===== src/hdl/wlp_pkg.sv =====
// types and constants of the windowed latency percentile engine
package wlp_pkg;

  // command codes
  localparam logic OP_RECORD = 1'b0;
  localparam logic OP_REPORT = 1'b1;

  // configuration register indexes
  localparam logic [1:0] CFG_RANK_LOW  = 2'd0;
  localparam logic [1:0] CFG_RANK_MID  = 2'd1;
  localparam logic [1:0] CFG_RANK_HIGH = 2'd2;

  // rank register resets
  localparam logic [6:0] RANK_LOW_RST  = 7'd50;
  localparam logic [6:0] RANK_MID_RST  = 7'd95;
  localparam logic [6:0] RANK_HIGH_RST = 7'd99;

  // nearest-rank arithmetic
  localparam int PCT_DIV    = 100;
  localparam int RANK_ROUND = 99;
  localparam int NUM_RANKS  = 3;

  // saturation limits
  localparam logic [47:0] CNT_MAX = 48'hFFFF_FFFF_FFFF;
  localparam logic [62:0] SUM_MAX = 63'h7FFF_FFFF_FFFF_FFFF;

  typedef struct packed {
    logic        op;
    logic [31:0] sample;
  } in_t;

  typedef struct packed {
    logic [31:0] pct_low;
    logic [31:0] pct_mid;
    logic [31:0] pct_high;
    logic [31:0] max_seen;
    logic [47:0] lifetime_count;
    logic [62:0] lifetime_sum;
    logic [7:0]  window_fill;
    logic        empty_res;
  } out_t;

  // per-cycle commands broadcast to every cell
  typedef struct packed {
    logic record;
    logic load;
    logic count;
    logic mark;
    logic pick;
  } cell_ctl_t;

endpackage


===== src/hdl/wlp_cell.sv =====
// one window cell: holds a sample, counts smaller samples passing by, marks rank hits
module wlp_cell #(
  parameter int WINDOW = 128
) (
  input  logic                                clk,
  input  wlp_pkg::cell_ctl_t                  ctl,
  input  logic                                vld,
  input  logic [31:0]                         value_in,
  input  logic [31:0]                         scan_in,
  input  logic                                scan_vld_in,
  input  logic [wlp_pkg::NUM_RANKS-1:0]       hit_in,
  input  logic [wlp_pkg::NUM_RANKS-1:0][$clog2(WINDOW+1)-1:0] idx,
  output logic [31:0]                         value,
  output logic [31:0]                         scan,
  output logic                                scan_vld,
  output logic [wlp_pkg::NUM_RANKS-1:0]       hit
);

  localparam int CW = $clog2(WINDOW + 1);

  logic [CW-1:0] less;
  logic [CW-1:0] le;

  // window shift on record
  always_ff @(posedge clk) begin
    if (ctl.record) begin
      value <= value_in;
    end
  end

  // scan value rotation and order counting
  always_ff @(posedge clk) begin
    if (ctl.load) begin
      scan     <= value;
      scan_vld <= vld;
      less     <= '0;
      le       <= '0;
    end else if (ctl.count) begin
      scan     <= scan_in;
      scan_vld <= scan_vld_in;
      if (scan_vld && vld) begin
        if (scan < value) begin
          less <= less + CW'(1);
        end
        if (scan <= value) begin
          le <= le + CW'(1);
        end
      end
    end else if (ctl.pick) begin
      scan <= scan_in;
    end
  end

  // rank hit flags: this sample covers sorted position idx
  always_ff @(posedge clk) begin
    if (ctl.mark) begin
      for (int k = 0; k < wlp_pkg::NUM_RANKS; k++) begin
        hit[k] <= vld && (less <= idx[k]) && (le > idx[k]);
      end
    end else if (ctl.pick) begin
      hit <= hit_in;
    end
  end

endmodule


===== config.mk =====
export PLATFORM = sky130hd
export DESIGN_NAME = wlp_cell
export DESIGN_NICKNAME = d
export VERILOG_FILES = /design/src/hdl/wlp_pkg.sv /design/src/hdl/wlp_cell.sv
export SDC_FILE = /design/constraint.sdc
export NUM_CORES = 1
export LEC_CHECK = 0
export BUFFER_PORTS_ARGS = -buffer_cell sky130_fd_sc_hd__buf_4
export CORE_ASPECT_RATIO = 0.5
export CORE_UTILIZATION = 48
export CTS_BUF_LIST = sky130_fd_sc_hd__clkbuf_4
export DETAILED_ROUTE_END_ITERATION = 7
export PLACE_DENSITY_LB_ADDON = 0.15
export SETUP_SLACK_MARGIN = 0.4
export SLEW_MARGIN = 20
export SYNTH_ARGS = -nofsm -noshare
export SYNTH_HDL_FRONTEND = slang
export SYNTH_SLANG_ARGS = --single-unit
export TNS_END_PERCENT = 1

===== constraint.sdc =====
create_clock -name clk -period 2.56 [get_ports clk]
set_clock_uncertainty 0.05 [all_clocks]
set_input_delay 0.384 -clock clk [delete_from_list [all_inputs] [get_ports clk]]
set_output_delay 0.384 -clock clk [all_outputs]
set_load 0.02 [all_outputs]

== Word-level counts from Yosys, hierarchy flattened ==
Index checks and enable logic that the tools add are counted.
Word-level totals
  output and inout bits: 68
  register bits: 84
  word-level logic and storage cells: 35
  input port bits: 99
Operators by class
  add/sub/neg operators: 2
  multiplexer cells: 7
  order comparisons: 8
  reductions and logical operators: 12
Operator list (count)
  2-to-1 mux 32 bit: 3
  less-or-equal comparator 32 bit: 1
  < comparator 32 bit: 1
  > comparator 8 bit: 3
  less-or-equal comparator 8 bit: 3
  adder 8 x 1 -> 8 bit (second input constant): 2
  logical AND 1 bit: 7
  2-to-1 mux 3 bit: 2
  AND reduction 3 bit: 2
  nonzero test 2 bit: 2
  nonzero test 3 bit: 1
  2-to-1 mux 1 bit: 2

== Logic depth before layout (Yosys ltp) ==
  word-level depth: 4
  mapped depth: 9
  depth with buffers taken out: 9

== Least setup slack after synthesis ==
Ideal clock, no wire load.
  kind: register to register
  from: register scan[14]
  to: register le[4]
  setup time: 0.121 ns
  data required time: 2.389 ns
  clock period less this slack: 2.720 ns
  cell stages (with the launch flop): 9
  data arrival time: 2.549 ns
  buffers on the path: 0
  setup slack: -0.160 ns
  cell sequence: edfxtp_1 -> ha_1 -> nand4_2 -> or4_4 -> nor2_2 -> o22ai_2 -> nor4_4 -> and2_1 -> mux2_4
Between the ends
  cells in the longest elaborated chain, start to end: 2
RTL lines
  from (decl): line wlp_cell.sv:14  | output logic [31:0] scan,
  from (signal assigned): line wlp_cell.sv:34  | scan <= value;
  from (signal assigned): line wlp_cell.sv:39  | scan <= scan_in;
  from (signal assigned): line wlp_cell.sv:50  | scan <= scan_in;
  less-or-equal comparator 32 bit: line wlp_cell.sv:45  | if (scan <= value) begin
  AND reduction 3 bit (no source line)
  to (signal assigned): line wlp_cell.sv:46  | le <= le + CW'(1);
  to (decl): line wlp_cell.sv:22  | logic [CW-1:0] le;
Every way passes these cells.
A chain may end at the register's enable or synchronous reset.

== Worst setup path in the final report ==
Ends and elaborated chain as after synthesis.

==> metrics.csv <==
metric,value,unit
CTS root buf,clkbuf_4,
r2r setup slk,-0.03,ns
Via-to-Cell Ratio,5.19,
GRT Util Overall,22.8,%
Leak,3.42,nW
CP Class,reg2reg,
"area leader, netlist",edfxtp_1,
Register Area,0.00236,mm²
vias in the first global route,4099,
sequential power share,49.2,%
Die Height,75.8,µm
GR Util met1,27.5,%
Setup Viol. Count Final,1,
CP Max Fanout,4,
GR met2 Demand/Resource,39.4,%
Post-Syn Instances,454,
worst skew pair latency,0.44,ns
layer with the highest usage,met2,
Synth top area share,39.1,%
Post-Syn Nets,635,
worst r2r path cells,8,
Reg-to-Reg Start,scan[14],
Sink Count,84,
end of the worst register-to-register path,le[4],
fraction of layout instances using a drive strength above 1,40.5,%
fin crit share,101,%
CP Data Required Time,2.84,ns
dpl cell area,0.00689,mm²
Yosys warnings,0,
Post-synth EDFFs,68,
Final Hold Vio Count,0,
Multi-input gate area,0.00271,mm²
Final Wtd Congestion,0.859,
vias after detailed routing,4159,
Critical Path AT,2.87,ns
Sw Ratio,30.0,%
relative slew slack,65.3,%
Slew @ Worst Pin,0.520,ns
Period minus WS final,2.59,ns
WL per Instance,16.2,µm
Post-Syn Area,0.00522,mm²
first-pass GRT wire length,19.3,mm
Non-Filler Instances,801,
Starting Density,50.3,%
Slew Limit Fails,0,
CP startpoint kind,register,
TritonRoute pass-1 iters,4,
largest net degree at the start of global routing,33,
Die ar.,0.0113,mm²
core area,0.0104,mm²
drt total wl,13.0,mm
io pins,167,
number of synthesized register bits,84,
Port Buf Inserts,166,
initial antenna violation count,0,
post-route ant nets,0,
Peak VDD IR,0.336,mV
Hold WS,0.0520,ns
Gate power share,26.7,%
dominant cells by area after synthesis,"edfxtp_1 (39%), ha_1 (20%), mux2_2 (7.1%)",
FP Rows,26,
total chip power,3.38,mW
Pwr Density,476,mW/mm²
Post-CTS Hold Buffers,0,
Final nets,837,
Synth cell types,49,
clock tree from TritonCTS,built,
placed cells,782,
RSZ-0062 raised after global routing,true,
Iteration-0 DRC Markers,226,
H-tree Lvls,3,
failing checks,setup timing,
Worst Setup SP,scan[14],
clk slew on worst S/H paths,0.15,ns
CTS buffer count,9,
setup TNS,-0.0320,ns
commonest cells in the netlist,"ha_1 (82), edfxtp_1 (68), inv_1 (63)",
drt drc,0,
asr flop ratio synth,0,%
Syn Area/Cell,11.5,µm²
Chip Width,150,µm
Psw,1.02,mW
max-capacitance violation count,0,
status,"finished, violations left",
worst min path class,in2reg,
area delta synth->final,36.1,%
design internal power,2.37,mW
antenna cells,0,
PnR worst setup slack,-0.0320,ns
hpwl dp,10.1,mm
clock power share,24.0,%
Congestion Overflow GR,0,
sequential element share of the synthesized area,45.2,%
Critical Path End,le[4],
met3 Usage GRT,7.31,%
fmax,386,MHz
Longest Clk Path Bufs,2,
post-route cell area,0.00711,mm²
CP Capture Type,register,
most common cell in the netlist,ha_1,
Layout fillers,818,
ys flop type,edfxtp_1,
cell type report:
type,instances,share of cell area [%]
Multi-Input combinational cell,301,38.1
Sequential cell,84,33.2
Timing Repair Buffer,197,20.8
Clock buffer,10,1.06
Inverter,63,3.33
Clock inverter,6,1.00
Tap cell,140,2.46
worst min-delay path by stage:
stage                       startpoint  slack (ns)  cells past startpoint   endpoint
after floorplan            value_in[0]        0.43                      0   value[0]
after global placement         less[0]        0.49                      2    less[0]
after detailed placement   value_in[9]        0.51                      1   value[9]
after CTS                 value_in[16]        0.02                      1  value[16]
after global routing      value_in[16]       0.004                      1  value[16]
final                     value_in[24]        0.05                      1  value[24]
state kept, by name, indices dropped and copies added, names as in the netlist:
name,cells
hit,3
le,8
less,8
scan,32
scan_vld,1
value,32
logic make-up after synthesis:
group                      synth area share [%]
and+or+nand+nor                            11.0
DFF                                        45.2
AOI/OAI and AO/OA                          10.1
adders and majority gates                  19.6
buffers and inverters                      4.96
muxes                                      8.22
xor gates and xnor gates                  0.838
through the flow:
step	setup WS, ns	utilization, %
6_report	-0.0320	68.5
5_1_grt	-0.135	68.5
4_1_cts	-0.0516	67.8
3_5_place_dp	-0.0331	66.4
3_3_place_gp	0.00976	66.4
2_1_floorplan	-0.0921	-
repair_timing:
| action | in CTS | in global routing |
|---|---|---|
| endpoints found under the setup margin | 16 | 16 |
| pin swaps | 5 | 4 |
| resized for setup | 0 | 6 |
| setup buffers | 0 | 3 |
| gates cloned | 0 | 0 |
worst max-delay path: stages, from the launching register on:
cell and delay (ns):
edfxtp_1 0.46, ha_4 0.31, nand4_2 0.14, or4_4 0.58, nor2_4 0.16, a311oi_4 0.08
nor4_4 0.24, and2_1 0.17, mux2_4 0.29
layer usage:
layer  vias to the layer above  part of all wire [%]
li1                       2087                     -
met1                      1941                    44
met2                       115                    48
met3                        16                   7.4
met4                         0                   1.3
met5                         -                     0
cell usage in the layout, fill, tap and decap left out, drive strengths merged, types with 4 or more instances in the layout:
cell	instances
a21o	14
a21oi	31
and3	5
buf	197
clkbuf	10
dfxtp	16
edfxtp	68
ha	82
inv	65
mux2	36
nand2	8
nand2b	7
nand3	10
nand4	19
nor2	17
nor2b	10
o21ai	15
o22ai	4
xnor2	5
power by group through the flow:
| stage | clock (mW) | sequential (mW) | combinational [mW] |
|---|---|---|---|
| final | 0.813 | 1.66 | 0.904 |
| after global routing | 0.880 | 1.68 | 0.987 |
| after CTS | 0.833 | 1.66 | 0.889 |
| after detailed placement | 0 | 1.69 | 0.883 |
| after global placement | 0 | 1.69 | 0.868 |
| after floorplan | 0 | 1.82 | 0.319 |
(Power assumes the default switching activity.)
