==> config.mk <==
export PLATFORM = sky130hd
export DESIGN_NAME = wlp_rank
export DESIGN_NICKNAME = d
export VERILOG_FILES = /design/src/hdl/wlp_pkg.sv /design/src/hdl/wlp_rank.sv
export SDC_FILE = /design/constraint.sdc
export NUM_CORES = 1
export LEC_CHECK = 0
export BUFFER_PORTS_ARGS = -buffer_cell sky130_fd_sc_hd__buf_4
export CAP_MARGIN = 20
export CORE_MARGIN = 4
export CORE_UTILIZATION = 28
export CTS_BUF_LIST = sky130_fd_sc_hd__clkbuf_4 sky130_fd_sc_hd__clkbuf_8
export DETAILED_ROUTE_END_ITERATION = 16
export SYNTH_ARGS = -nofsm -noshare
export SYNTH_HDL_FRONTEND = slang
export SYNTH_SLANG_ARGS = --single-unit
==> constraint.sdc <==
create_clock -name clk -period 10.02 [get_ports clk]
set_input_delay 1.002 -clock clk [delete_from_list [all_inputs] [get_ports clk]]
set_output_delay 1.002 -clock clk [all_outputs]
set_load 0.02 [all_outputs]
==> src/hdl/wlp_pkg.sv <==
// types and constants of the windowed latency percentile engine
package wlp_pkg;

  // command codes
  localparam logic OP_RECORD = 1'b0;
  localparam logic OP_REPORT = 1'b1;

  // configuration register indexes
  localparam logic [1:0] CFG_RANK_LOW  = 2'd0;
  localparam logic [1:0] CFG_RANK_MID  = 2'd1;
  localparam logic [1:0] CFG_RANK_HIGH = 2'd2;

  // rank register resets
  localparam logic [6:0] RANK_LOW_RST  = 7'd50;
  localparam logic [6:0] RANK_MID_RST  = 7'd95;
  localparam logic [6:0] RANK_HIGH_RST = 7'd99;

  // nearest-rank arithmetic
  localparam int PCT_DIV    = 100;
  localparam int RANK_ROUND = 99;
  localparam int NUM_RANKS  = 3;

  // saturation limits
  localparam logic [47:0] CNT_MAX = 48'hFFFF_FFFF_FFFF;
  localparam logic [62:0] SUM_MAX = 63'h7FFF_FFFF_FFFF_FFFF;

  typedef struct packed {
    logic        op;
    logic [31:0] sample;
  } in_t;

  typedef struct packed {
    logic [31:0] pct_low;
    logic [31:0] pct_mid;
    logic [31:0] pct_high;
    logic [31:0] max_seen;
    logic [47:0] lifetime_count;
    logic [62:0] lifetime_sum;
    logic [7:0]  window_fill;
    logic        empty_res;
  } out_t;

  // per-cycle commands broadcast to every cell
  typedef struct packed {
    logic record;
    logic load;
    logic count;
    logic mark;
    logic pick;
  } cell_ctl_t;

endpackage

==> src/hdl/wlp_rank.sv <==
// serial nearest-rank index unit: ceil(n*p/100)-1 clamped, one rank at a time
module wlp_rank #(
  parameter int WINDOW = 128
) (
  input  logic                                clk,
  input  logic                                rst,
  input  logic                                go,
  input  logic [$clog2(WINDOW+1)-1:0]         n,
  input  logic [wlp_pkg::NUM_RANKS-1:0][6:0]  ranks,
  output logic [wlp_pkg::NUM_RANKS-1:0][$clog2(WINDOW+1)-1:0] idx,
  output logic                                fin
);

  localparam int CW   = $clog2(WINDOW + 1);
  localparam int XMAX = WINDOW * 127 + wlp_pkg::RANK_ROUND;
  localparam int XW   = $clog2(XMAX + 1);
  localparam int RECIP = (2 ** XW) / wlp_pkg::PCT_DIV;
  localparam int MW   = $clog2(RECIP + 1);
  localparam int PW   = XW + MW;
  localparam int SW   = $clog2(wlp_pkg::NUM_RANKS);

  typedef enum logic [3:0] {
    PH_IDLE = 4'b0001,
    PH_MUL  = 4'b0010,
    PH_RCP  = 4'b0100,
    PH_FIX  = 4'b1000
  } ph_t;

  ph_t           ph;
  logic [SW-1:0] sel;
  logic [XW-1:0] x;
  logic [PW-1:0] prod;

  logic [CW+6:0] np;
  logic [XW-1:0] q_est;
  logic [XW-1:0] q_mul;
  logic [XW-1:0] r;
  logic [XW-1:0] q;
  logic [XW-1:0] pos;
  logic [XW-1:0] n_ext;
  logic [CW-1:0] idx_next;

  // numerator, quotient estimate by reciprocal and one-step correction
  always_comb begin
    np       = (CW + 7)'(n) * (CW + 7)'(ranks[sel]);
    n_ext    = XW'(n);
    q_est    = XW'(prod >> XW);
    q_mul    = XW'(q_est * XW'(wlp_pkg::PCT_DIV));
    r        = x - q_mul;
    q        = (r >= XW'(wlp_pkg::PCT_DIV)) ? q_est + XW'(1) : q_est;
    pos      = (q == '0) ? '0 : q - XW'(1);
    if (n == '0) begin
      idx_next = '0;
    end else if (pos >= n_ext) begin
      idx_next = n - CW'(1);
    end else begin
      idx_next = CW'(pos);
    end
  end

  // sequencer over the three ranks
  always_ff @(posedge clk) begin
    if (rst) begin
      ph  <= PH_IDLE;
      sel <= '0;
      fin <= 1'b0;
    end else begin
      fin <= 1'b0;
      unique case (ph)
        PH_IDLE: begin
          if (go) begin
            ph  <= PH_MUL;
            sel <= '0;
          end
        end
        PH_MUL: begin
          ph <= PH_RCP;
        end
        PH_RCP: begin
          ph <= PH_FIX;
        end
        PH_FIX: begin
          if (sel == SW'(wlp_pkg::NUM_RANKS - 1)) begin
            ph  <= PH_IDLE;
            fin <= 1'b1;
          end else begin
            ph  <= PH_MUL;
            sel <= sel + SW'(1);
          end
        end
        default: begin
          ph <= PH_IDLE;
        end
      endcase
    end
  end

  // datapath registers
  always_ff @(posedge clk) begin
    if (ph == PH_MUL) begin
      x <= XW'(np) + XW'(wlp_pkg::RANK_ROUND);
    end
    if (ph == PH_RCP) begin
      prod <= PW'(x) * PW'(RECIP);
    end
    if (ph == PH_FIX) begin
      idx[sel] <= idx_next;
    end
  end

endmodule

# Word level (Yosys, flattened, before mapping)
# Cells that the tools add are included.
[classes]
addsub = 6
multipliers = 3
n_lt_le_gt_ge = 4
eq_ne = 7
muxes = 16
bitwise = 1
reduce_logical = 6
[ops]
columns = ["cell", "count"]
rows = [
  ["bitwise mux 24 bit", 1],
  ["two-way mux 8 bit", 3],
  ["multiplier 14 x 8 -> 22 bit, second input constant", 1],
  ["demux 8 bit (select 2 bit)", 1],
  ["case mux 4 bit (4 select lines)", 1],
  ["adder 14 x 7 -> 14 bit, second input constant", 1],
  ["binary-select mux 7 bit (select 2 bit)", 1],
  ["greater-or-equal comparator 14 x 7 -> 1 bit, second input constant", 1],
  ["greater-or-equal comparator 14 x 8 -> 1 bit", 1],
  ["logical NOT 14 bit", 1],
  ["multiplier 8 x 7 -> 14 bit", 1],
  ["two-way mux 14 bit", 1],
  ["subtractor 14 bit", 1],
  ["multiplier 8 x 5 -> 12 bit, second input constant", 1],
  ["subtractor 9 x 1 -> 10 bit, second input constant", 1],
  ["adder 8 x 1 -> 9 bit, second input constant", 1],
  ["two-way mux 9 bit", 1],
  ["logical NOT 8 bit", 1],
  ["subtractor 8 x 1 -> 8 bit, second input constant", 1],
  ["two-way mux 7 bit", 1],
  ["two-way mux 2 bit", 3],
  ["equality test 4 x 1 -> 1 bit, second input constant", 1],
  ["equality test 4 x 2 -> 1 bit, second input constant", 1],
  ["equality test 4 x 3 -> 1 bit, second input constant", 1],
  ["other kinds (14)", 15],
]
[word_totals]
reg_bits = 67
input_bits = 32
word_cells = 51

# Logic depth before layout (Yosys ltp)
# Gate-level depths: netlist of the first run.
[logic_depth]
depth_word = 10
ltp_mapped = 40
ltp_nobuf = 37

# Worst setup path after synthesis of the first run
# OpenSTA, ideal clock, no wires.
[synth_timing]
path_kind = "register to register"
start = "reg prod[17]"
end = "reg idx[11] (netlist bit) (data pin)"
setup_time_ns = 0.168
t_arrival_ns = 7.641
setup_slack_ns = 2.211
path_stages_with_launch = 38
n_path_buf = 2
path_cell_list = "edfxtp_1 ha_1 ha_1 fa_1 ha_1 nor2b_1 o21ai_0 nand2b_1 xnor2_1 ha_1 a21oi_1 o21ai_1 or3_1 o21ai_0 nor3b_1 o221ai_1 buf_2 nor2_2 (+2 left out) and2_1 o2bb2ai_1 and3_1 buf_2 nand2b_1 ha_1 nand2b_1 a21o_1 a21o_1 a21o_1 a21o_1 a21o_1 a21o_1 a21oi_1 nor2b_1 a211oi_4 or3_1 a21oi_1"
[synth_via]
elab_chain_len = 10
[synth_rtl]
columns = ["element", "line", "text"]
rows = [
  ["start: declaration", "wlp_rank.sv:32", "logic [PW-1:0] prod;"],
  ["start signal: assignment", "wlp_rank.sv:104", "prod <= PW'(x) * PW'(RECIP);"],
  ["multiplier 8 x 5 -> 12 bit", "wlp_rank.sv:48", "q_mul = XW'(q_est * XW'(wlp_pkg::PCT_DIV));"],
  ["subtractor 14 bit", "wlp_rank.sv:49", "r = x - q_mul;"],
  ["greater-or-equal comparator 14 x 7 -> 1 bit", "wlp_rank.sv:50", "q = (r >= XW'(wlp_pkg::PCT_DIV)) ? q_est + XW'(1) : q_est;"],
  ["two-way mux 9 bit (*)", "wlp_rank.sv:50", ""],
  ["subtractor 9 x 1 -> 10 bit / logical NOT 14 bit (equally long branches)", "wlp_rank.sv:51", "pos = (q == '0) ? '0 : q - XW'(1);"],
  ["two-way mux 14 bit (*)", "wlp_rank.sv:51", ""],
  ["greater-or-equal comparator 14 x 8 -> 1 bit", "wlp_rank.sv:54", "end else if (pos >= n_ext) begin"],
  ["two-way mux 8 bit (*)", "wlp_rank.sv:54", ""],
  ["two-way mux 8 bit (*)", "wlp_rank.sv:52", "if (n == '0) begin"],
  ["via idx_next[3]", "wlp_rank.sv:41", "logic [CW-1:0] idx_next;"],
  ["bitwise mux 24 bit (*)", "wlp_rank.sv:107", "idx[sel] <= idx_next;"],
  ["end signal: indexed assignment", "wlp_rank.sv:107", ""],
  ["end: declaration", "wlp_rank.sv:10", "output logic [wlp_pkg::NUM_RANKS-1:0][$clog2(WINDOW+1)-1:0] idx,"],
]
# The timed path passes the listed nets; every way through them passes the cells marked *.
# A chain may end at the register's enable or synchronous reset.

# Final worst setup path of the first run
[layout_timing]
start = "reg prod[16]"
end = "reg idx[19] (netlist bit) (data pin)"
# The elaborated chain is that of the path after synthesis.

==> results of run 1 <==
-- cell usage after synthesis (2+ instances only) --
| cell | n | area share |
|---|---|---|
| and3_1 | 10 | 0.0083 |
| xor2_1 | 15 | 0.017 |
| nor4b_1 | 4 | 0.0046 |
| o221ai_1 | 2 | 0.0023 |
| ha_1 | 156 | 0.26 |
| nor2_1 | 38 | 0.019 |
| edfxtp_1 | 46 | 0.18 |
| nor2b_1 | 10 | 0.0083 |
| nand2b_1 | 8 | 0.0066 |
| a31o_2 | 2 | 0.0023 |
| nor2b_4 | 2 | 0.0036 |
| or2_2 | 2 | 0.0017 |
| nand2_1 | 57 | 0.028 |
| nor3_1 | 13 | 0.0086 |
| nand3_1 | 12 | 0.0079 |
| o22ai_1 | 4 | 0.0033 |
| a21o_1 | 14 | 0.014 |
| o21ai_0 | 24 | 0.016 |
| o21bai_1 | 4 | 0.0040 |
| dfxtp_1 | 7 | 0.018 |
| buf_2 | 3 | 0.0020 |
| and2_1 | 36 | 0.030 |
| and4_1 | 2 | 0.0023 |
| o31ai_1 | 2 | 0.0020 |
| xnor2_1 | 35 | 0.040 |
| a2111oi_4 | 2 | 0.0073 |
| inv_1 | 118 | 0.058 |
| o211ai_1 | 2 | 0.0020 |
| a211oi_1 | 9 | 0.0089 |
| nor3b_1 | 3 | 0.0030 |
| o21a_1 | 6 | 0.0059 |
| o21ai_1 | 9 | 0.0059 |
| a21oi_1 | 31 | 0.020 |
| clkbuf_1 | 12 | 0.0059 |
| or3_1 | 8 | 0.0066 |
| mux2i_1 | 14 | 0.018 |
| fa_1 | 51 | 0.13 |
-- metrics by stage --
step / setup slack (ps) / total power (uW)
6_report: 1080 / 1310
5_1_grt: 366 / 1490
4_1_cts: 1100 / 1330
3_5_place_dp: 1150 / 1200
3_3_place_gp: 1280 / 1170
2_1_floorplan: 2210 / 1010
-- cells by family (layout without fill, tap and decap cells) --
group	after synthesis	in the layout	share of synthesized area
adders and majority gates	207	207	0.392
and+or+nand+nor	212	212	0.145
xor gates and xnor gates	50	50	0.0578
muxes	15	15	0.0200
buffers and inverters	134	183	0.0679
AOI/OAI and AO/OA	126	126	0.116
DFF	53	53	0.201
-- registers in the layout, summed over array words and instances, names as in the netlist --
signal / flops
fin: 1
idx: 24
x: 14
prod: 8
sel: 2
ph: 4
-- worst min-delay path by stage --
stage	start	to	depth (start not counted)
6_report	ph[3]	ph[0]	2
5_1_grt	ph[3]	ph[0]	2
4_1_cts	ph[3]	ph[0]	2
3_5_place_dp	ph[3]	ph[0]	2
3_3_place_gp	ph[3]	ph[0]	2
2_1_floorplan	ph[3]	ph[0]	2
-- worst max-delay path, delay by kind of cell (launching register included) --
family | cells | cell delay, ps
compound gates | 16 | 2930
simple gates | 10 | 2550
fa+ha+maj | 7 | 2280
flops | 1 | 550
mux | 1 | 300
xor+xnor | 1 | 130
-- where the power goes --
group | internal [uW] | leakage [uW] | switching, uW
Sequential | 296 | 0.000471 | 26.7
Combinational | 396 | 0.00353 | 465
Clock | 50.9 | 0.0000423 | 73.1
Total | 743 | 0.00404 | 565
-- area by class of cell --
class,count,share of cell area
clock inverters,3,0.00311
repair buffers,57,0.0506
well taps,335,0.0495
clock buffers,5,0.00813
flip-flops and latches,53,0.180
multi-input cells,610,0.657
inverters,118,0.0523
-- layer usage --
layer	up-vias	global-route usage	share of wire
met2	96	0.181	0.48
li1	2826	-	-
met4	0	0.0240	0.012
met3	12	0.0108	0.035
met1	2627	0.143	0.47
met5	-	0	0
==> metrics.cfg, run 1 <==
[pwr]
peakVddDrop_mv=0.0884
cellPowerDensity_nw_per_um2=155
p_leak_uw=0.00404

[sta]
clock.fmax_mhz=112
slew_violations=0
finalCritPeriodShare=0.892
tightest_slew_ps=1090
holdWs_ps=597
final.setup_skew_ps=4.30
finalSetupTns_ps=0
fin_crit_ps=8940
hold_viol_final=0
setup_violations=0
rsz0062_at_grt=false
maxSlewHeadroom=0.275

[logic_synthesis]
synth-edff-count=46
ys_seq_area_frac=0.201
yosysWarnings=0
ys_ff_latch=53
syn_area_sq_um=7580
synth_nets=1036
synth_cells=797
synthFlopType=edfxtp_1
yosysUniqueCellTypes=61
ys_async_sr_fraction=0
avgSynthCellArea_sq_um=9.51

[clock_tree]
cts_hold_buf=0
cts.sinks=53
numCtsBuffers=5
clock_path_buffers=2
cts.clk_slew.worst_paths_ps=100
postCtsSetupRepairBufs=0
clockRootBuffer=clkbuf_8
cts_tree=yes
htreeDepth=2
cts_resized=0
clk_latency_ps=310

[setup_path]
regToRegEndpoint=idx[19]
worstSetupStartpointType=flop
reg2reg_depth=35
crit_end=idx[19]
cp_max_fo=17
critical_path_arrival_ps=9080
slowest_stage=edfxtp_1
worst_ep_required_time_ps=10160
path_class=flop to flop
r2r-start=prod[16]
endpoint_kind=flop
startpoint=prod[16]
r2r_slack_ps=1080
critical-path-max-stage-delay_ps=550

[global_routing]
grt_pass1_wl_microns=26900
track_usage=0.105
grt_pass1_vias=5709
antenna_found_initial=0
grt_overflow=0
grt_max_degree=19

[run]
cap_violations=0

[floorplan]
placementRows=59
start_util=0.288
fp.coreArea_sq_um=26400
die_w_microns=173
dieArea_sq_um=29800
io_pins=57
die_h_microns=173

[detailed_routing]
firstDrtPassIters=4
drc=0
drt_iter0_drc=256
vias_per_cell=4.71
wl_per_cell_microns=12.9
vias=5561
final_antenna_net_count=0
wirelength_microns=15300

[final_layout]
final_core_util=0.321
num-fill-cells=2688
nets=1084
fin_area_sq_um=8460
final-instance-count-excl-fill=1181
drive_above_1_share=0.0981
final_cell_mix=ha_1 (156), inv_1 (118), nand2_1 (57), buf_4 (57), fa_1 (51)
diodes=0
multi_input_area_sq_um=5560
final_common_cell=ha_1
syn_to_final_growth_pct=11.7
regArea_sq_um=1520

[place]
dp.cells=1173
io_buffer_count=56
placed_area_sq_um=8370
gp_congestion=0.848
dp_hpwl_microns=13400

[worst_hold_path]
hp-class=flop to flop

[status]
status=finished, final reports clean

(Power assumes the default switching activity.)
==> inputs of run 2 (changes only) <==
--- a/config.mk
+++ b/config.mk
@@ -5,12 +5,13 @@
 export SDC_FILE = /design/constraint.sdc
 export NUM_CORES = 1
 export LEC_CHECK = 0
+export ABC_AREA = 1
 export BUFFER_PORTS_ARGS = -buffer_cell sky130_fd_sc_hd__buf_4
-export CAP_MARGIN = 20
 export CORE_MARGIN = 4
 export CORE_UTILIZATION = 28
 export CTS_BUF_LIST = sky130_fd_sc_hd__clkbuf_4 sky130_fd_sc_hd__clkbuf_8
 export DETAILED_ROUTE_END_ITERATION = 16
+export REMOVE_ABC_BUFFERS = 1
 export SYNTH_ARGS = -nofsm -noshare
 export SYNTH_HDL_FRONTEND = slang
 export SYNTH_SLANG_ARGS = --single-unit
==> run 2 against run 1 <==
Combinational power up 77%; maximum frequency increased by 32%; critical path type unchanged; register-to-register slack improved by 2200 ps; clock power about the same; die area grew 3.1%; utilization rose by 0.16 points; synthesized area up 3.3%; sequential share of layout area decreased by 0.68 points; routed wire length up 6.8%; sequential power increased by 13%.
==> metrics.cfg, run 2 <==
[place]
io_buffer_count=56
dp_hpwl_microns=14200
pre_cts_slack_ps=3260
gp_congestion=0.816
placed_area_sq_um=8700

[sta]
tightest_slew_ps=811
maxSlewHeadroom=0.457
finalCritPeriodShare=0.676
final.setup_skew_ps=8.23
fin_crit_ps=6780
rsz0062_at_grt=false
slew_violations=0
clock.fmax_mhz=148
finalSetupTns_ps=0
setup_violations=0
hold_viol_final=0
fin_ws_ps=3240
holdWs_ps=713

[setup_path]
endpoint_kind=flop
path_common_cell=nand2_1
cp_top_family=adder cells
cp_max_fo=16
slowest_stage=edfxtp_1
critical-path-max-stage-delay_ps=500
worstSetupStartpointType=flop
worst_ep_required_time_ps=10100
critical_path_arrival_ps=6850
worst-path-buf-inv=5
path_class=flop to flop

[final_layout]
top_register=idx
fin_area_sq_um=8790
drive_above_1_share=0.121
final_common_cell=inv_1
largest_register_ffs=24
reg_top3=idx (24), x (14), prod (8)
final_cell_mix=inv_1 (210), nand2_1 (164), ha_1 (156)
diodes=0
nets=1266
syn_to_final_growth_pct=12.3

[logic_synthesis]
ys_ff_latch=53
synth.most_common_cell=inv_1
synth-edff-count=46
yosys-top-cells-area=ha_1 (25%), edfxtp_1 (18%), fa_1 (13%)
yosysUniqueCellTypes=41
yosysTopAreaCell=ha_1
synth_common_cells=inv_1 (210), nand2_1 (164), ha_1 (156)
synthFlopType=edfxtp_1
yosys.area.top_type_share=0.249
ys_seq_area_frac=0.194
avgSynthCellArea_sq_um=8.10
ys_async_sr_fraction=0
syn_area_sq_um=7830
synth_cells=966
yosysWarnings=0

[detailed_routing]
final_antenna_net_count=0
drc=0
wirelength_microns=16300
wl_per_cell_microns=11.7
vias_per_cell=4.36
drt_iter0_drc=195
vias=6102
firstDrtPassIters=4

[pwr]
peakVddDrop_mv=0.116
p_leak_uw=0.00473
p_total_uw=2010
cellPowerDensity_nw_per_um2=229

[global_routing]
grt_max_degree=19
grt_overflow=0
antenna_found_initial=0
grt_pass1_wl_microns=28500
grt_pass1_vias=6145
track_usage=0.110

[floorplan]
die_w_microns=175
placementRows=60
start_util=0.287
die_h_microns=175
fp.coreArea_sq_um=27300
dieArea_sq_um=30700
io_pins=57

[clock_tree]
cts.clk_slew.worst_paths_ps=100
clk_latency_ps=310
cts.sinks=53
cts_hold_buf=0
numCtsBuffers=5
cts_tree=yes
cts_resized=0
clockRootBuffer=clkbuf_8
clock_path_buffers=2
htreeDepth=2
postCtsSetupRepairBufs=0

[run]
cap_violations=0

[status]
status=finished, final reports clean

[worst_hold_path]
hp-class=flop to flop

==> run 2: cell count changes in the layout (fill, tap and decap cells not counted), sizes merged, moves of 14 or more <==
cell	delta
nand2	+121
inv	+98
nor2	+69
nand3	+37
and2	-35
xnor2	-28
xor2	+19
mux2i	-14
==> run 2: worst paths after layout <==
path,startpoint,endpoint,slack [ps],cells past startpoint
worst max-delay path,prod[17],idx[2],3240,42
worst min-delay path,sel[1],sel[1],710,2
worst max register to register,prod[17],idx[2],3240,42
worst min register to register,sel[1],sel[1],710,2
==> run 2: metal layers <==
| metal | track usage | wire (microns) | vias to the layer above |
|---|---|---|---|
| met2 | 0.189 | 7950 | 65 |
| met1 | 0.149 | 7770 | 2851 |
| met4 | 0.0239 | 149 | 0 |
| met3 | 0.0108 | 445 | 11 |
| li1 | - | - | 3175 |
| met5 | 0 | 0 | - |
==> run 2: cell families (layout without fill, tap and decap cells) <==
logic type | after synthesis | in the layout | share of synthesized area
AND/OR/NAND/NOR | 361 | 361 | 0.209
flip-flops | 53 | 53 | 0.194
adder cells (fa/ha/maj) | 207 | 207 | 0.380
XOR/XNOR | 41 | 41 | 0.0459
AO/OA/AOI/OAI | 81 | 81 | 0.0612
buffers and inverters | 223 | 285 | 0.110
==> run 2: worst min-delay path: stages, from the launching register on <==
cell and delay, ps:
dfxtp_1 410, inv_1 180, a211oi_1 90
==> run 2: final cells by class <==
class	instances	area (sq um)
Clock buffer	5	68.8
Clock inverter	3	25.0
Fill cell	2876	18500
Inverter	218	818
Multi-Input combinational cell	690	5450
Sequential cell	53	1520
Tap cell	372	465
Timing Repair Buffer	59	443
==> run 2: per-stage QoR <==
step                cells  utilization
finish               1400        0.323
global route         1400        0.323
CTS                  1400        0.323
detailed placement   1392        0.319
global placement     1392        0.319
floorplan             961            -
==> run 2: power breakdown <==
part | internal [uW] | total [uW] | switching [uW]
clock network | 50.6 | 125 | 74.7
registers | 336 | 364 | 28.4
logic | 630 | 1520 | 893
total | 1020 | 2010 | 996
==> inputs of run 3 (changes only) <==
==> constraint.sdc (replaced) <==
create_clock -name clk -period 5.5 [get_ports clk]
set_input_delay 0.55 -clock clk [delete_from_list [all_inputs] [get_ports clk]]
set_output_delay 0.55 -clock clk [all_outputs]
set_load 0.02 [all_outputs]
==> run 3 against run 2 <==
First-iteration DRC count increased by 25%; count of clock-buffer cells in the layout unchanged; die area stayed put; combinational power is 100% higher; critical path type unchanged; critical endpoint is now idx[13]; via count is 5.4% higher; critical path depth is 3 lower; clock power is 80% higher; largest cell class unchanged; clock skew increased by 0.91 ps; the flow now finishes with violations (setup timing); non-clock buffer count up 101; final cell count is 7.3% higher; final area increased by 13%.
==> metrics.cfg, run 3 (synthesis gave the netlist of run 2 again) <==
[sta]
fin_crit_ps=6250
setup_violations=24
fin_ws_ps=-755
final.setup_skew_ps=9.13
maxSlewHeadroom=0.453
tightest_slew_ps=817
finalCritPeriodShare=1.14
hold_viol_final=0
rsz0062_at_grt=true
holdWs_ps=459
slew_violations=0
clock.fmax_mhz=160

[setup_path]
endpoint_kind=flop
critical-path-max-stage-delay_ps=480
critical_path_arrival_ps=6330
worst_ep_required_time_ps=5570
reg2reg_depth=39
slowest_stage=fa_1
regToRegEndpoint=idx[13]
path_class=flop to flop
path_common_cell=nand2_2
worstSetupStartpointType=flop
cp_max_fo=6
r2r_slack_ps=-750
r2r-start=prod[17]

[floorplan]
die_h_microns=175
fp.coreArea_sq_um=27300
die_w_microns=175
dieArea_sq_um=30700
placementRows=60
start_util=0.287
io_pins=57

[final_layout]
fin_area_sq_um=9900
largest_register_ffs=24
final_cell_mix=inv_1 (202), buf_4 (155), ha_1 (151)
final-instance-count-excl-fill=1502
nets=1368
top_register=idx
drive_above_1_share=0.261
syn_to_final_growth_pct=26.5
final_common_cell=inv_1
diodes=0
final_core_util=0.363
reg_top3=idx (24), x (14), prod (8)

[detailed_routing]
vias=6431
drt_iter0_drc=244
wl_per_cell_microns=11.4
wirelength_microns=17200
final_antenna_net_count=0
vias_per_cell=4.28
drc=0
firstDrtPassIters=4

[place]
placed_area_sq_um=9320
dp.cells=1475
io_buffer_count=56
pre_cts_slack_ps=-1030
gp_congestion=0.818
dp_hpwl_microns=14800

[global_routing]
grt_max_degree=19
grt_overflow=0
grt_pass1_vias=6546
track_usage=0.113
grt_pass1_wl_microns=29500
antenna_found_initial=0

[status]
status=finished with violations
violations=setup timing

[clock_tree]
cts_tree=yes
cts.sinks=53
clk_latency_ps=310
htreeDepth=2
clockRootBuffer=clkbuf_8
clock_path_buffers=2
cts.clk_slew.worst_paths_ps=100
numCtsBuffers=5
cts_hold_buf=0

[worst_hold_path]
hp-class=primary input to flop
min_to=ph[2]
min_from=rst
min_path_cells=2

[pwr]
cellPowerDensity_nw_per_um2=403
peakVddDrop_mv=0.226
p_leak_uw=0.00525

[run]
cap_violations=0

run 3: cell count changes in the layout (fill, tap and decap cells not counted), moves of 7 or more:
cell / delta
buf_4: +96
nand2_1: -18
nand2_2: +16
nor2_1: -14
o21ai_0: -9
a21oi_1: -8
inv_1: -8
inv_2: +8
nor2_4: +8
nand3_1: -7
nor2_2: +7
run 3: worst max path at each step:
stage	from	to	slack (ps)	depth (start not counted)
3_5_place_dp	prod[17]	idx[11]	-1030	42
2_1_floorplan	prod[17]	idx[0]	-1450	41
5_1_grt	prod[17]	idx[10]	-1150	41
3_3_place_gp	prod[17]	idx[12]	-970	42
4_1_cts	prod[17]	idx[2]	-710	43
6_report	prod[17]	idx[13]	-750	39
run 3: metal layers:
| metal | part of all wire | vias up | GRT usage | routed length (microns) |
|---|---|---|---|---|
| li1 | - | 3384 | - | - |
| met1 | 0.47 | 2977 | 0.150 | 8110 |
| met2 | 0.50 | 58 | 0.203 | 8520 |
| met3 | 0.020 | 12 | 0.00995 | 346 |
| met4 | 0.011 | 0 | 0.0213 | 190 |
| met5 | 0 | - | 0 | 0 |
run 3: worst max-delay path, delay by kind of cell (launching register included):
family | cells | cell delay, ps
flops | 1 | 430
fa+ha+maj | 7 | 2080
compound gates | 9 | 1180
xor+xnor | 1 | 160
simple gates | 18 | 1850
buf+inv | 4 | 310
run 3: metrics by stage:
step                power (uW)  setup TNS [ps]
finish                    4000          -17710
global route              4590          -27030
floorplan                 2890          -34320
global placement          3620          -22790
CTS                       4000          -16900
detailed placement        3670          -24320
run 3: cell type report:
type,count,area (sq um)
clock buffer,5,68.8
clock inverter,3,25.0
fill,2830,17300
inverter,218,822
multi-input combinational,691,5780
sequential,53,1520
tap,372,465
timing repair buffer,160,1220
run 3: repair_timing:
action / in CTS / in global routing
setup buffers: 9 / 8
hold endpoints to repair: 0 / 0
setup endpoints to repair: 24 / 27
pin swaps: 34 / 24
gates cloned: 2 / 0
gates resized for setup: 55 / 49
run 3: report_power, final:
part           total, uW  switching [uW]  internal (uW)
registers            658            47.2            611
clock network        225             133           92.1
logic               3110            1740           1370
